**src/hw/rtl/mir_pkg.sv**
```systemverilog
// Shared types and constants for the MTPA d-axis reference ramp.
package mir_pkg;

  localparam int unsigned FILT_SHIFT = 7;
  localparam logic [7:0] CNT_FIRE = 8'd200;
  localparam logic [7:0] CNT_RELOAD = 8'd101;
  localparam logic signed [16:0] RAMP_STEP = 17'sd50;
  localparam logic signed [16:0] REF_MAX = 17'sd32767;
  localparam logic signed [16:0] REF_MIN = -17'sd32768;
  localparam logic [14:0] TORQUE_THR_RESET = 15'd5000;
  localparam logic [14:0] MAG_LIMIT_RESET = 15'd2500;
  localparam logic [14:0] MAG_SAT = 15'h7FFF;

  typedef enum logic [0:0] {
    CFG_TORQUE_THRESHOLD = 1'b0,
    CFG_MAGNETIZING_LIMIT = 1'b1
  } cfg_idx_t;

  typedef struct packed {
    logic signed [15:0] target;
    logic signed [15:0] filtered;
  } tgt_t;

endpackage

```
**src/hw/rtl/mir_filter_target.sv**
```systemverilog
// Current low-pass filter and d-axis target computation.
module mir_filter_target (
  input  logic               clk,
  input  logic               rst_n,
  input  logic               adv,
  input  logic signed [15:0] iq,
  input  logic signed [15:0] vq,
  input  logic [14:0]        torque_thr,
  input  logic [14:0]        mag_limit,
  output mir_pkg::tgt_t      tgt
);
  import mir_pkg::*;

  logic signed [15:0] filt_r;
  logic signed [15:0] filt_nxt;
  logic signed [23:0] acc;
  logic [16:0]        mag17;
  logic [14:0]        mag15;
  logic [14:0]        diff;
  logic [14:0]        mag_t;
  logic               above;

  always_comb begin
    acc = {filt_r[15], filt_r, 7'b0} - {{8{filt_r[15]}}, filt_r}
          + {{8{iq[15]}}, iq};
    filt_nxt = 16'(acc >>> FILT_SHIFT);
    mag17 = filt_nxt[15] ? 17'(-{filt_nxt[15], filt_nxt}) : {1'b0, filt_nxt};
    mag15 = mag17[16] || mag17[15] ? MAG_SAT : mag17[14:0];
    above = mag15 > torque_thr;
    diff = mag15 - torque_thr;
    if (!above) begin
      mag_t = '0;
    end else if (diff > mag_limit) begin
      mag_t = mag_limit;
    end else begin
      mag_t = diff;
    end
    tgt.target = vq[15] ? -$signed({1'b0, mag_t}) : $signed({1'b0, mag_t});
    tgt.filtered = filt_nxt;
  end

  always_ff @(posedge clk) begin
    if (!rst_n) begin
      filt_r <= '0;
    end else if (adv) begin
      filt_r <= filt_nxt;
    end
  end

endmodule

```
**src/hw/rtl/mir_ramp.sv**
```systemverilog
// Rate-limited d-axis reference with rise and fall step counters.
module mir_ramp (
  input  logic               clk,
  input  logic               rst_n,
  input  logic               adv,
  input  logic signed [15:0] target,
  output logic signed [15:0] ref_nxt
);
  import mir_pkg::*;

  logic signed [15:0] ref_r;
  logic [7:0]         rise_r;
  logic [7:0]         rise_nxt;
  logic [7:0]         fall_r;
  logic [7:0]         fall_nxt;
  logic [7:0]         rise_inc;
  logic [7:0]         fall_inc;
  logic signed [16:0] up;
  logic signed [16:0] dn;
  logic signed [15:0] up_sat;
  logic signed [15:0] dn_sat;

  always_comb begin
    rise_inc = rise_r + 8'd1;
    fall_inc = fall_r + 8'd1;
    up = {ref_r[15], ref_r} + RAMP_STEP;
    dn = {ref_r[15], ref_r} - RAMP_STEP;
    up_sat = (up > REF_MAX) ? 16'(REF_MAX) : up[15:0];
    dn_sat = (dn < REF_MIN) ? 16'(REF_MIN) : dn[15:0];
    rise_nxt = rise_r;
    fall_nxt = fall_r;
    ref_nxt = ref_r;
    if (ref_r < target) begin
      rise_nxt = rise_inc;
      if (rise_inc > CNT_FIRE) begin
        rise_nxt = CNT_RELOAD;
        fall_nxt = '0;
        ref_nxt = up_sat;
      end
    end else if (ref_r > target) begin
      fall_nxt = fall_inc;
      if (fall_inc > CNT_FIRE) begin
        rise_nxt = '0;
        fall_nxt = CNT_RELOAD;
        ref_nxt = (dn_sat < target) ? target : dn_sat;
      end
    end
  end

  always_ff @(posedge clk) begin
    if (!rst_n) begin
      ref_r <= '0;
      rise_r <= '0;
      fall_r <= '0;
    end else if (adv) begin
      ref_r <= ref_nxt;
      rise_r <= rise_nxt;
      fall_r <= fall_nxt;
    end
  end

endmodule

```
**src/hw/rtl/mtpa_id_reference_ramp_core.sv**
```systemverilog
// Top level of the MTPA d-axis current reference with ramp limiting.
// One transaction per control tick: the block takes a new input every clock
// cycle while the output is not stalled by out_ready, and delivers its result
// through the input register and then the result register. The update of
// the filter and ramp state between those registers sets the rate of one item
// per cycle. Configuration writes take effect on the next clock edge.
module mtpa_id_reference_ramp_core (
  input  logic               clk,
  input  logic               rst_n,
  input  logic               cfg_we,
  input  logic [0:0]         cfg_index,
  input  logic [14:0]        cfg_wdata,
  input  logic               in_valid,
  output logic               in_ready,
  input  logic signed [15:0] in_iq_measured,
  input  logic signed [15:0] in_vq_command,
  output logic               out_valid,
  input  logic               out_ready,
  output logic signed [15:0] out_id_reference,
  output logic signed [15:0] out_id_target,
  output logic signed [15:0] out_filtered_iq
);
  import mir_pkg::*;

  logic [14:0]        torque_thr_r;
  logic [14:0]        mag_limit_r;
  logic               s1_valid_r;
  logic signed [15:0] s1_iq_r;
  logic signed [15:0] s1_vq_r;
  logic               out_valid_r;
  logic signed [15:0] out_ref_r;
  logic signed [15:0] out_tgt_r;
  logic signed [15:0] out_filt_r;
  logic               adv;
  tgt_t               tgt;
  logic signed [15:0] ref_nxt;

  assign adv = s1_valid_r && (!out_valid_r || out_ready);
  assign in_ready = !s1_valid_r || adv;
  assign out_valid = out_valid_r;
  assign out_id_reference = out_ref_r;
  assign out_id_target = out_tgt_r;
  assign out_filtered_iq = out_filt_r;

  mir_filter_target u_filter_target (
    .clk       (clk),
    .rst_n     (rst_n),
    .adv       (adv),
    .iq        (s1_iq_r),
    .vq        (s1_vq_r),
    .torque_thr(torque_thr_r),
    .mag_limit (mag_limit_r),
    .tgt       (tgt)
  );

  mir_ramp u_ramp (
    .clk    (clk),
    .rst_n  (rst_n),
    .adv    (adv),
    .target (tgt.target),
    .ref_nxt(ref_nxt)
  );

  always_ff @(posedge clk) begin
    if (!rst_n) begin
      torque_thr_r <= TORQUE_THR_RESET;
      mag_limit_r <= MAG_LIMIT_RESET;
    end else if (cfg_we) begin
      unique case (cfg_idx_t'(cfg_index))
        CFG_TORQUE_THRESHOLD: torque_thr_r <= cfg_wdata;
        CFG_MAGNETIZING_LIMIT: mag_limit_r <= cfg_wdata;
        default: ;
      endcase
    end
  end

  always_ff @(posedge clk) begin
    if (!rst_n) begin
      s1_valid_r <= 1'b0;
      out_valid_r <= 1'b0;
    end else begin
      if (in_valid && in_ready) begin
        s1_valid_r <= 1'b1;
      end else if (adv) begin
        s1_valid_r <= 1'b0;
      end
      if (adv) begin
        out_valid_r <= 1'b1;
      end else if (out_ready) begin
        out_valid_r <= 1'b0;
      end
    end
  end

  always_ff @(posedge clk) begin
    if (in_valid && in_ready) begin
      s1_iq_r <= in_iq_measured;
      s1_vq_r <= in_vq_command;
    end
    if (adv) begin
      out_ref_r <= ref_nxt;
      out_tgt_r <= tgt.target;
      out_filt_r <= tgt.filtered;
    end
  end

endmodule
```
**config.mk**
```make
export PLATFORM = sky130hd
export DESIGN_NAME = mtpa_id_reference_ramp_core
export DESIGN_NICKNAME = d
export VERILOG_FILES = /design/src/hw/rtl/mir_pkg.sv /design/src/hw/rtl/mir_filter_target.sv /design/src/hw/rtl/mir_ramp.sv /design/src/hw/rtl/mtpa_id_reference_ramp_core.sv
export SDC_FILE = /design/constraint.sdc
export NUM_CORES = 1
export LEC_CHECK = 0
export ABC_AREA = 1
export ABC_CLOCK_PERIOD_IN_PS = 7700
export BUFFER_PORTS_ARGS = -buffer_cell sky130_fd_sc_hd__buf_2
export CAP_MARGIN = 20
export CORE_AREA = 5 5 164 166
export DETAILED_ROUTE_END_ITERATION = 12
export DIE_AREA = 0 0 169 171
export HOLD_SLACK_MARGIN = 0.06
export PLACE_DENSITY = 0.65
export RECOVER_POWER = 100
export SETUP_SLACK_MARGIN = 0.2
export SLEW_MARGIN = 20
export SYNTH_ARGS = -nofsm -noshare
export SYNTH_HDL_FRONTEND = slang
export SYNTH_SLANG_ARGS = --single-unit
export TNS_END_PERCENT = 5
```
**constraint.sdc**
```tcl
create_clock -name clk -period 7.7 [get_ports clk]
set_input_delay 1.155 -clock clk [delete_from_list [all_inputs] [get_ports clk]]
set_output_delay 1.155 -clock clk [all_outputs]
set_load 0.1 [all_outputs]
```
# --- Word-level counts from Yosys, hierarchy flattened ---
# Cells that the tools add are included.
op_classes:
  n_eq_ne: 1
  mux: 24
  magnitude_cmp: 9
  reduce_logical: 15
  addsub: 9
  n_bitwise: 1
op_table:
  columns: ["cell", "count"]
  rows:
  - ["16-bit two-way mux", 8]
  - ["8-bit two-way mux", 8]
  - ["15-bit two-way mux", 3]
  - ["16-bit less-than comparator", 2]
  - ["15-bit greater-than comparator", 2]
  - ["23-bit adder", 1]
  - ["23-bit by 16-bit subtractor with 23-bit output", 1]
  - ["16-bit by 7-bit adder with 17-bit output (second input constant)", 1]
  - ["17-bit by 16-bit greater-than comparator with 1-bit output (second input constant)", 1]
  - ["17-bit by 16-bit less-than comparator with 1-bit output (second input constant)", 1]
  - ["17-bit two-way mux", 1]
  - ["17-bit negator", 1]
  - ["16-bit by 7-bit subtractor with 17-bit output (second input constant)", 1]
  - ["8-bit by 1-bit adder with 8-bit output (second input constant)", 2]
  - ["16-bit greater-than comparator", 1]
  - ["8-bit greater-than comparator (second input constant)", 2]
  - ["15-bit negator with 16-bit output", 1]
  - ["15-bit subtractor", 1]
  - ["2-bit nonzero test", 4]
  - ["3-bit AND reduction", 2]
  - ["1-bit two-way mux", 4]
  - ["2-bit AND reduction", 2]
  - ["1-bit logical OR", 3]
  - ["1-bit logical AND", 2]
  - ["other kinds (3)", 4]
totals:
  in_bits: 53
  word_cells: 72
  out_inout_bits: 50
  regBits: 160

# --- Logic depth before layout (Yosys ltp) ---
# Gate-level depths: netlist of run 1.
depth:
  word_depth: 17
  ltp_mapped: 72

# --- Modules after synthesis ---
# A second synthesis of run 1 with hierarchy kept.
unflattened:
  cells_unflattened: 1763
  area_unflattened_um2: 12734.7
by_module_without_submodules:
  columns: ["mod", "n_inst", "cells_each", "area_per_inst_um2", "seq_area_each_um2"]
  rows:
  - ["mir_filter_target", 1, 925, 5203.7, 320.3]
  - ["mir_ramp", 1, 591, 3839.9, 640.6]
  - ["mtpa_id_reference_ramp_core", 1, 247, 3691.0, 3042.9]

# --- Least setup slack after synthesis of run 1 ---
# Ideal clock, no wire load.
synth_path:
  path_type: "register -> register"
  startpoint: "register s1_iq_r[8]"
  endpoint: "register u_ramp.fall_r[4]"
  required_time_ps: 7572
  path_stages_with_launch: 63
  setup_slack_ps: -611
  t_arrival_ps: 8183
  path_cell_list: "edfxtp_1 -> inv_1 -> fa_1 -> inv_1 -> ha_1 -> nand2_1 -> nor2_1 -> nand3_1 -> nand3_1 -> a21oi_1 -> or3_1 -> a31oi_2 -> xor2_2 -> buf_6 -> nand2_1 -> or2_2 -> nand3_2 -> ha_1 -> [... 27 more ...] -> nand2_1 -> nand2_2 -> inv_1 -> ha_1 -> nand4_1 -> nor3_1 -> nand2_1 -> nand2_1 -> nand2_1 -> nand2_1 -> inv_1 -> nand2_1 -> inv_1 -> nor2_1 -> inv_1 -> clkbuf_1 -> o21ai_0 -> a21oi_1"
synth_rtl:
  columns: ["element", "line_no", "source"]
  rows:
  - ["start, declared", "mtpa_id_reference_ramp_core.sv:28", "logic signed [15:0] s1_iq_r;"]
  - ["start signal, assigned", "mtpa_id_reference_ramp_core.sv:97", "s1_iq_r <= in_iq_measured;"]
  - ["end signal, assigned", "mir_ramp.sv:58", "fall_r <= fall_nxt;"]
  - ["end, declared", "mir_ramp.sv:14", "logic [7:0] fall_r;"]

==> results of run 1 <==
## final cells by class
| class | count | area [um^2] |
|---|---|---|
| tap | 335 | 419 |
| inverter | 293 | 1120 |
| multi-input combinational | 1026 | 7170 |
| clock inverter | 13 | 134 |
| timing repair buffer | 353 | 2490 |
| fill | 2236 | 10100 |
| sequential | 145 | 3550 |
| clock buffer | 19 | 454 |
## layout by cell type, fill, tap and decap left out, types with 11 or more instances in the layout
cell,n
nand3_2,24
nand3_1,69
inv_2,31
o21ai_1,12
buf_2,38
dfxtp_1,79
ha_1,75
xor2_1,46
fa_1,15
nand2_2,49
o211ai_1,19
a21oi_1,104
nand2_1,276
nor2_1,75
edfxtp_1,65
clkbuf_16,18
nand4_1,11
inv_1,256
clkbuf_1,52
a21oi_2,23
o21ai_0,72
buf_4,249
ha_4,21
## how the worst max path moves through the flow
stage | start | to | slack, ns | depth (start not counted)
after floorplan | u_filter_target.filt_r[7] | out_id_reference[0] | -0.20 | 60
after global placement | u_filter_target.filt_r[6] | out_id_reference[15] | -0.94 | 54
after detailed placement | u_filter_target.filt_r[6] | out_id_reference[10] | -1.19 | 56
after CTS | s1_iq_r[15] | out_id_reference[1] | -0.75 | 56
after global routing | s1_iq_r[3] | out_id_reference[12] | -1.43 | 62
final | s1_iq_r[4] | out_id_reference[12] | -0.88 | 60
## logic make-up after synthesis
| logic type | share of synthesized area [%] |
|---|---|
| AO/OA/AOI/OAI | 15.0 |
| buffers and inverters | 11.9 |
| adder cells (fa/ha/maj) | 13.7 |
| XOR/XNOR | 5.07 |
| AND/OR/NAND/NOR | 22.4 |
| flip-flops | 31.8 |
## routing by layer
layer | global-route usage (%) | vias to the layer above | share of wire (%)
met5 | 0 | - | 0
met4 | 6.90 | 0 | 2.5
met3 | 2.96 | 67 | 4.1
met2 | 38.5 | 253 | 49
met1 | 27.9 | 5050 | 45
li1 | - | 5546 | -
## per-stage QoR
stage | hold WS [ns] | setup TNS [ns] | std cells
finish | 0.465 | -38.07 | 2184
global route | 0.487 | -65.18 | 2184
CTS | 0.465 | -31.54 | 2172
detailed placement | 0.457 | -53.05 | 2109
global placement | 0.450 | -40.76 | 2109
floorplan | 0.435 | -4.33 | 1507
## worst reg2reg max path: cells and delay by family, from the launching register on
family | cells | cell delay [ns]
adder cells (fa/ha/maj) | 6 | 1.70
XOR/XNOR | 2 | 0.45
AO/OA/AOI/OAI | 6 | 0.92
flip-flops | 1 | 0.38
buffers and inverters | 14 | 1.24
AND/OR/NAND/NOR | 32 | 3.66
## flip-flops by register name, summed over array words and instances, names as in the netlist, 15 cells and up
name,count
torque_thr_r,15
out_id_target,16
mag_limit_r,15
u_ramp.ref_r,16
out_filtered_iq,16
out_id_reference,16
s1_iq_r,16
u_filter_target.filt_r,16
## what timing repair did
item	in CTS	in global routing
pin swaps	64	42
setup buffers	30	11
gates resized for setup	116	52
endpoints found under the hold margin	0	0
setup endpoints to repair	48	49
cloned	1	1
hold buffers	0	0
==> metrics.txt, run 1 <==
share of cells above drive strength 1 30.8%; antenna violations before repair 0; Core Area 0.0255 mm^2; register-to-register setup slack -0.88 ns; Final WS setup -0.876 ns; Syn Inst Count 1,507; crit-path max FO 8; Detailed Place HPWL 23,600 um; root buffer cell clkbuf_16; Unique masters post-synth 57; most frequent cell after synthesis nand2_1; Num CTS Buffers 17; arrival time at the worst endpoint 8.78 ns; Post-synth EDFFs 65; Util after Layout 60.2%; die extent in y 171 um; DR WL/cell 14.6 um; Layout Skew 0.0160 ns; crit share post-route 111%; DP Area 0.0137 mm^2; hold depth 2; FP Rows 59; crit-path most repeated cell nand2_1; Yosys top cell by area edfxtp_1; drt initial violations 657; top post-synthesis cells by count 321 x nand2_1, 282 x inv_1, 119 x a21oi_1; RSZ-0062 raised after global routing true; area grow syn2layout 37.2%; # diodes 0; GP Congestion 0.912; Syn Nets 1,673; total of max-cap violations 2; wirelength, routed 31,800 um; Mapped Area 0.0112 mm^2; Final #Nets 2,002; largest net degree at the start of global routing 66; port buffer count 87; Final min period 8.58 ns; Starting Density 43.9%; reg-to-reg endpoint out_id_reference[12]; crit-path max cell delay 0.38 ns; CP endpoint kind flop; Slowest-stage cell, CP edfxtp_1; top area cells in the synthesized netlist edfxtp_1 17%, dfxtp_1 14%, ha_1 11%, nand2_1 11%, inv_1 9.5%; vias in the first global route 10,500; cell family with most CP delay simple AND/OR/NAND/NOR gates; GRT overflow 0; Worst setup SP type flop; clock latency on the worst-skew pair 0.44 ns; Worst EP required 7.90 ns; Post-synth ARST share 0%; Seq/Total Area, Yosys 31.8%; GRT Util Overall 21.9%; run status finished, violations left; f_max 117 MHz; TritonRoute pass-1 iters 5; synthesized area per cell 7.42 um^2; flops & latches, synth 145; H-tree levels 4; CTS tree done; DRC viols 0; Avg Vias per Cell 5.00; CTS Sinks 145; R2R cell count 60; Worst Hold Endpoint torque_thr_r[4]; Worst Tran Pin Value 2.43 ns; die width 169 um; CP Buf/Inv Count 14; Setup CP Type flop to flop; violated checks capacitance limit, slew limit, setup timing; Slew Limit Fails 83; predominant post-synthesis flop cell dfxtp_1; full die area 0.0289 mm^2; top cell type's share of synthesized area 17.5%; dpl ws -1.19 ns; Critical R2R Launch s1_iq_r[4]; beginning of the worst hold path torque_thr_r[4]; Final Hold Vio Count 0; hold crit path type flop to flop; fin area 0.0153 mm^2; Final ANT Viol Nets 0; clk slew on worst S/H paths 0.07 ns; first-pass GRT wire length 51,300 um; via count 10,900; Clock Tree Buf Depth 2; Ys Warns 0; Final Setup Violations 48; Max-slew headroom -62.1%; IO Count 103
Power of run 1 is not shown: default switching activity piles up to over one toggle a cycle in this logic, so the estimate is an artifact.
==> inputs of run 2 (changes only) <==
--- a/config.mk
+++ b/config.mk
@@ -9,11 +9,11 @@
 export ABC_CLOCK_PERIOD_IN_PS = 7700
 export BUFFER_PORTS_ARGS = -buffer_cell sky130_fd_sc_hd__buf_2
 export CAP_MARGIN = 20
-export CORE_AREA = 5 5 164 166
+export CORE_AREA = 5 5 166 136
 export DETAILED_ROUTE_END_ITERATION = 12
-export DIE_AREA = 0 0 169 171
+export DIE_AREA = 0 0 171 141
 export HOLD_SLACK_MARGIN = 0.06
-export PLACE_DENSITY = 0.65
+export PLACE_DENSITY = 0.77
 export RECOVER_POWER = 100
 export SETUP_SLACK_MARGIN = 0.2
 export SLEW_MARGIN = 20
==> run 2 against run 1 <==
Net effect:
- the run still ends with capacitance limit, slew limit, setup timing left
- core utilization grew 18 points
- critical path depth shrank 2
- via count grew 19%
- wire length grew 39%
- register-to-register slack lost 0.76 ns
- cell area grew 6.5%
- flip-flop and latch count is the same
- worst hold slack gained 0.033 ns
- setup slack lost 0.76 ns
- global-route usage grew 7.5 points
- critical endpoint is now out_id_reference[2]
- largest cell class unchanged
- count of clock-buffer cells in the layout shrank 1
- first-iteration DRC count grew to 2.9 times the previous value
==> metrics.txt, run 2 (synthesis results as in run 1) <==
run status finished, violations left; violated checks capacitance limit, slew limit, setup timing; final non-filler cell total 2,160; CTS tree done; full die area 0.0241 mm^2; largest net degree at the start of global routing 63; Worst EP required 7.89 ns; Max-slew headroom -57.0%; clk slew on worst S/H paths 0.07 ns; wirelength, routed 44,100 um; GRT Util Overall 29.3%; GRT overflow 0; Setup CP Type flop to flop; crit-path max FO 6; Worst Tran Pin Value 2.36 ns; drt initial violations 1,926; Cells after DPL 2,057; Clock Tree Buf Depth 2; IO Count 103; die extent in y 141 um; root buffer cell clkbuf_16; crit share post-route 121%; hold_buf cts 0; die width 171 um; area grow syn2layout 46.1%; Util after Layout 77.9%; most frequent cells in the layout 270 x buf_4, 253 x nand2_1, 244 x inv_1; Detailed Place HPWL 24,100 um; Final Hold Vio Count 0; FP Rows 48; Slew Limit Fails 49; Final WS setup -1.63 ns; Worst setup SP type flop; first-pass GRT wire length 56,900 um; Num CTS Buffers 17; most common cell after layout, fill and taps aside buf_4; Final Setup Violations 48; crit-path most repeated cell inv_2; cell family with most CP delay simple AND/OR/NAND/NOR gates; via count 12,900; final hold slack 0.498 ns; CTS Sinks 145; Final ANT Viol Nets 0; TritonRoute pass-1 iters 8; CP endpoint kind flop; hold crit path type flop to flop; Slowest-stage cell, CP fa_1; RSZ-0062 raised after global routing true; total of max-cap violations 1; port buffer count 87; CP Buf/Inv Count 19; antenna violations before repair 0; Avg Vias per Cell 5.99; f_max 107 MHz; Final min period 9.33 ns; crit-path max cell delay 0.55 ns; share of cells above drive strength 1 37.2%; Layout Skew 0.0154 ns; clock latency on the worst-skew pair 0.46 ns; # diodes 0; H-tree levels 4; Starting Density 53.3%; vias in the first global route 11,800; DR WL/cell 20.4 um; fillers 1,175; Core Area 0.0210 mm^2; arrival time at the worst endpoint 9.53 ns; Final #Nets 2,038; DRC viols 0; GP Congestion 0.933
## run 2: cell types whose count changed in the layout (fill, tap and decap cells not counted), sizes merged, moves of 2 or more
cell,change
buf,+38
inv,+7
clkinvlp,-3
clkbuf,-2
clkinv,-2
## run 2: final cells by class
class | instances | area (um^2) | share of cell area [%]
Tap cell | 275 | 344 | 2.11
Timing Repair Buffer | 389 | 2850 | 17.4
Clock buffer | 18 | 429 | 2.63
Inverter | 293 | 1140 | 6.99
Sequential cell | 145 | 3560 | 21.8
Clock inverter | 14 | 164 | 1.00
Multi-Input combinational cell | 1026 | 7850 | 48.0
## run 2: final timing paths
path / startpoint / end / slack [ns] / cells after the start
max reg2reg: s1_iq_r[9] / out_id_reference[2] / -1.63 / 58
min: torque_thr_r[14] / torque_thr_r[14] / 0.50 / 2
max: s1_iq_r[9] / out_id_reference[2] / -1.63 / 58
min reg2reg: torque_thr_r[14] / torque_thr_r[14] / 0.50 / 2
## run 2: metrics by stage
step	worst slack (ns)	cell area [um^2]	TNS (ns)
global route	-1.92	16300	-82.97
detailed placement	-1.14	13800	-49.07
CTS	-0.750	15300	-31.92
floorplan	-0.203	11400	-4.33
finish	-1.63	16300	-68.34
global placement	-0.865	13800	-37.45
## run 2: routing by layer
| metal | global-route usage, % | share of wire, % | up-vias |
|---|---|---|---|
| li1 | - | - | 5622 |
| met5 | 0 | 0 | - |
| met1 | 37.3 | 36 | 5982 |
| met3 | 6.42 | 11 | 336 |
| met2 | 47.3 | 45 | 998 |
| met4 | 14.4 | 7.5 | 0 |
## run 2: timing repair
item | in CTS | in global routing
setup endpoints to repair | 48 | 58
cloned | 2 | 0
pin swaps | 82 | 108
buffers inserted | 43 | 26
gates resized for setup | 136 | 196
## run 2: worst register-to-register path: cells and delay by family (launching register included)
family,cells,cell delay [ns]
buffers and inverters,19,2.12
xor gates and xnor gates,3,0.52
DFF,1,0.35
AOI/OAI and AO/OA,8,1.41
adders and majority gates,5,1.58
and+or+nand+nor,23,3.07
Power of run 2 is left out for the same reason.
